File: src/rtl/tcw_pkg.sv
// Shared types and constants for the text console writer.
package tcw_pkg;

	// Character codes with a fixed meaning.
	localparam logic [7:0] BLANK_CODE   = 8'h20;
	localparam logic [7:0] NEWLINE_CODE = 8'h0A;

	// Console commands.
	typedef enum logic [1:0] {
		CMD_PUT    = 2'd0,
		CMD_DELETE = 2'd1,
		CMD_READ   = 2'd2,
		CMD_PLACE  = 2'd3
	} cmd_t;

	// One request beat.
	typedef struct packed {
		cmd_t       command;
		logic [7:0] char_code;
		logic [6:0] column;
		logic [4:0] row;
	} req_t;

	// One response beat.
	typedef struct packed {
		logic [6:0]  cursor_column;
		logic [4:0]  cursor_row;
		logic [10:0] cursor_location;
		logic [7:0]  read_char;
		logic        scrolled;
	} rsp_t;

	// Controller states.
	typedef enum logic [2:0] {
		ST_CLEAR,
		ST_IDLE,
		ST_EXEC,
		ST_READ,
		ST_SCROLL
	} state_t;

	// Commands from the controller to the datapath.
	typedef struct packed {
		logic accept;
		logic commit;
		logic rd_en;
		logic load_rd;
		logic clr_we;
	} ctrl_t;

	// Status from the datapath to the controller.
	typedef struct packed {
		logic is_read;
		logic scroll;
		logic out_free;
		logic clr_done;
	} status_t;

endpackage

File: src/rtl/tcw_ctrl.sv
// Controller state machine of the text console writer.
module tcw_ctrl import tcw_pkg::*; (
	input  logic    clk,
	input  logic    arst_n,
	input  logic    req_valid,
	output logic    req_stall,
	input  status_t status,
	output ctrl_t   ctrl
);

	state_t state_q;
	state_t state_nxt;

	// State register; reset starts the screen clearing pass.
	always_ff @(posedge clk or negedge arst_n) begin
		if (!arst_n) begin
			state_q <= ST_CLEAR;
		end else begin
			state_q <= state_nxt;
		end
	end

	// Next state.
	always_comb begin
		state_nxt = state_q;
		case (state_q)
			ST_CLEAR: begin
				if (status.clr_done) state_nxt = ST_IDLE;
			end
			ST_IDLE: begin
				if (req_valid) state_nxt = ST_EXEC;
			end
			ST_EXEC: begin
				if (status.is_read) begin
					state_nxt = ST_READ;
				end else if (status.out_free) begin
					state_nxt = status.scroll ? ST_SCROLL : ST_IDLE;
				end
			end
			ST_READ: begin
				if (status.out_free) state_nxt = ST_IDLE;
			end
			ST_SCROLL: begin
				if (status.clr_done) state_nxt = ST_IDLE;
			end
			default: state_nxt = ST_CLEAR;
		endcase
	end

	// Command outputs.
	always_comb begin
		ctrl         = '0;
		req_stall    = 1'b1;
		case (state_q)
			ST_CLEAR: begin
				ctrl.clr_we = 1'b1;
			end
			ST_IDLE: begin
				req_stall   = 1'b0;
				ctrl.accept = req_valid;
			end
			ST_EXEC: begin
				ctrl.rd_en  = status.is_read;
				ctrl.commit = !status.is_read && status.out_free;
			end
			ST_READ: begin
				ctrl.load_rd = status.out_free;
			end
			ST_SCROLL: begin
				ctrl.clr_we = 1'b1;
			end
			default: begin
				ctrl = '0;
			end
		endcase
	end

endmodule

File: config.mk
export PLATFORM = sky130hd
export DESIGN_NAME = tcw_ctrl
export DESIGN_NICKNAME = d
export VERILOG_FILES = /design/src/rtl/tcw_pkg.sv /design/src/rtl/tcw_ctrl.sv
export SDC_FILE = /design/constraint.sdc
export NUM_CORES = 1
export LEC_CHECK = 0
export BUFFER_PORTS_ARGS = -buffer_cell sky130_fd_sc_hd__buf_4
export CORE_AREA = 2 2 39 41
export DETAILED_ROUTE_END_ITERATION = 16
export DIE_AREA = 0 0 41 43
export GPL_TIMING_DRIVEN = 0
export PLACE_DENSITY = 0.34
export SETUP_SLACK_MARGIN = 0.05
export SLEW_MARGIN = 20
export SYNTH_ARGS = -nofsm -noshare
export SYNTH_HDL_FRONTEND = slang
export SYNTH_SLANG_ARGS = --single-unit
File: constraint.sdc
create_clock -name clk -period 1.3 [get_ports clk]
set_clock_uncertainty 0.15 [all_clocks]
set_input_delay 0.26 -clock clk [delete_from_list [all_inputs] [get_ports clk]]
set_output_delay 0.26 -clock clk [all_outputs]
set_load 0.03 [all_outputs]
==> flow_metrics.env <==
export IMPL_rr_startpoint="state_q[0]"
export IMPL_worstSetupStartpoint="state_q[2]"
export IMPL_place_area_sq_um=362
export IMPL_ioPinCount=13
export IMPL_synth_distinct_cells=19
export IMPL_grt_pass1_wl_mm=1.24
export IMPL_setup_ws_ns=-0.312
export IMPL_routabilityCongestion=0.709
export IMPL_drc=0
export IMPL_fp_dieH_microns=43
export IMPL_die_area_sq_um=1760
export IMPL_critPathKind="reg2out"
export IMPL_violations="setup timing"
export IMPL_antenna_left=0
export IMPL_n_antenna_cell=0
export IMPL_dp_cells=55
export IMPL_ys_top_cells_by_area="dfrtp_1 (35%), nor2b_1 (5.8%), nand2_1 (5.3%)"
export IMPL_cts_tree="done"
export IMPL_cts_path_max_buffers=2
export IMPL_leakage_nw=0.223
export IMPL_syn_inst=27
export IMPL_vias_per_cell=4.19
export IMPL_worstMarginPinSlew_ns=0.232
export IMPL_crit_path_end_kind="primary output"
export IMPL_p_int_mw=0.631
export IMPL_max_freq_mhz=621
export IMPL_crit_arrival_ns=1.20
export IMPL_synth_area_sq_um=214
export IMPL_r2r_cells=4
export IMPL_insertion_delay_ns=0.23
export IMPL_rsz0062_at_grt="yes"
export IMPL_first_pass_iters=2
export IMPL_clk_pin_slew_ns=0.04
export IMPL_timing_hold_ws_ns=0.116
export IMPL_grt_max_degree=8
export IMPL_core_area_sq_um=1380
export IMPL_clkPwrFrac_pct=14.4
export IMPL_fill_cells=158
export IMPL_register_area_sq_um=78.8
export IMPL_cp_top_family="flip-flops"
export IMPL_path_cells="nand2b_4 > or2_4 > buf_6"
export IMPL_ys_warn_count=0
export IMPL_outcome="finished, violations left"
export IMPL_regMostFlops="state_q"
export IMPL_hold_viol_final=0
export IMPL_initial_core_util_pct=15.5
export IMPL_multi_input_area_sq_um=198
export IMPL_drt_wirelength_per_cell_microns=10.8
export IMPL_cp_num_buf_inv=1
export IMPL_max_stage_delay_ns=0.44
export IMPL_ys_ff_latch=3
export IMPL_fin_crit_sh_pct=124
export IMPL_final_max_slew_violation_count=0
export IMPL_dr_first_iter_drc_count=5
export IMPL_synth_edf_count=0
export IMPL_period_needed_ns=1.61
export IMPL_grt_usage_pct=10.5
export IMPL_port_buffers=12
export IMPL_slowest_stage="dfrtp_2"
export IMPL_seqPwrFrac_pct=19.2
export IMPL_synth_top_cell_area_share_pct=35.1
export IMPL_min_path_type="in2reg"
export IMPL_antenna_found_initial=0
export IMPL_fin_cells=68
export IMPL_areaGrowthSynthToFinish_pct=135
export IMPL_grt_pass1_vias=304
export IMPL_max_cap_violations=0
export IMPL_swShare_pct=43.3
export IMPL_largest_registers="state_q (3)"
export IMPL_max_vdd_ir_drop_mv=0.998
export IMPL_overflow=0
export IMPL_r2r_slack_ns=-0.03
export IMPL_yosys_area_top_type="dfrtp_1"
export IMPL_p_per_area_nw_per_um2=2220
export IMPL_power_net_switching_mw=0.483
export IMPL_synthFlopType="dfrtp_1"
export IMPL_cts_root_buf="clkbuf_4"
export IMPL_report_power_total_mw=1.11
export IMPL_endpoint="req_stall"
export IMPL_drive_gt1_share_pct=71.2
export IMPL_avgSynthCellArea_sq_um=7.92
export IMPL_worstPathMaxFanout=5
export IMPL_max_slew_margin_pct=84.4
export IMPL_cp_depth=3
export IMPL_wirelength_microns=736
export IMPL_final_area_sq_um=502
export IMPL_vias=285
export IMPL_cp_start_kind="flop"
export IMPL_cp_required_ns=0.89
export IMPL_synthArstFlopShare_pct=100
export IMPL_r2r_end="state_q[0]"
export IMPL_hpwl_microns=486
export IMPL_num_rows=14
export IMPL_nNetsFinal=60
export IMPL_syn_nets=34
export IMPL_die_x_microns=41
export IMPL_post_place_ws_ns=-0.161
export IMPL_yosys_top_cells_count="dfrtp_1 (3), nand2_1 (3), nor2_1 (3)"
export IMPL_largest_reg_flops=3
export IMPL_p_comb_share_pct=66.5
export IMPL_seq_area_frac_synth_pct=35.1
export IMPL_numClockSinks=3
export IMPL_setup_viol=7
export IMPL_htreeDepth=1
export IMPL_cts_made_buffers=3
export IMPL_fin_util_pct=36.3
export IMPL_fin_setup_tns_ns=-1.64
metal layers:
metal / up-vias / part of all wire [%] / global-route usage [%]
li1: 144 / - / -
met4: 0 / 0 / 6.00
met3: 0 / 2.3 / 3.14
met2: 6 / 51 / 14.7
met5: - / 0 / 0
met1: 135 / 46 / 13.5
cells by family after synthesis:
| family | synth area share (%) |
|---|---|
| AOI/OAI and AO/OA | 19.3 |
| and+or+nand+nor | 43.9 |
| DFF | 35.1 |
| buffers and inverters | 1.75 |
cells in the final DEF, fill, tap and decap left out, types with 2 or more instances in the layout:
master,n
buf_4,16
buf_6,4
clkbuf_4,3
dfrtp_2,3
nand2_1,3
nor2_4,2
worst min-delay path: cells and delay by family:
kind,cells,cell delay [ns]
AO/OA/AOI/OAI,2,0.11
buffers and inverters,1,0.09
worst min-delay path by stage:
stage / startpoint / end / slack [ns] / cells past startpoint
floorplan: arst_n / state_q[0] / -0.19 / 0
global placement: arst_n / state_q[1] / -0.10 / 1
detailed placement: arst_n / state_q[1] / -0.10 / 1
CTS: status[0] / state_q[0] / 0.12 / 3
global route: status[0] / state_q[0] / 0.13 / 3
finish: status[0] / state_q[0] / 0.12 / 3
power by group through the flow:
stage | clock network [mW] | registers, mW | logic [mW]
final | 0.160 | 0.214 | 0.740
after global routing | 0.173 | 0.226 | 0.794
after CTS | 0.169 | 0.224 | 0.683
after detailed placement | 0 | 0.236 | 0.471
after global placement | 0 | 0.232 | 0.469
after floorplan | 0 | 0.207 | 0.332
final cells by class:
cell class | count | area share [%]
Clock buffer | 4 | 5.24
Inverter | 1 | 0.748
Multi-Input combinational cell | 23 | 39.4
Sequential cell | 3 | 15.7
Tap cell | 16 | 3.99
Timing Repair Buffer | 21 | 34.9
repair_timing:
action                                  in CTS  in global routing
gates resized for setup                      9                  3
pin swaps                                    2                  1
hold buffers                                 1                  0
endpoints found under the hold margin        3                  0
setup buffers                                7                  1
endpoints found under the setup margin       8                  9
Note: power is estimated with default switching activity, not from simulation.
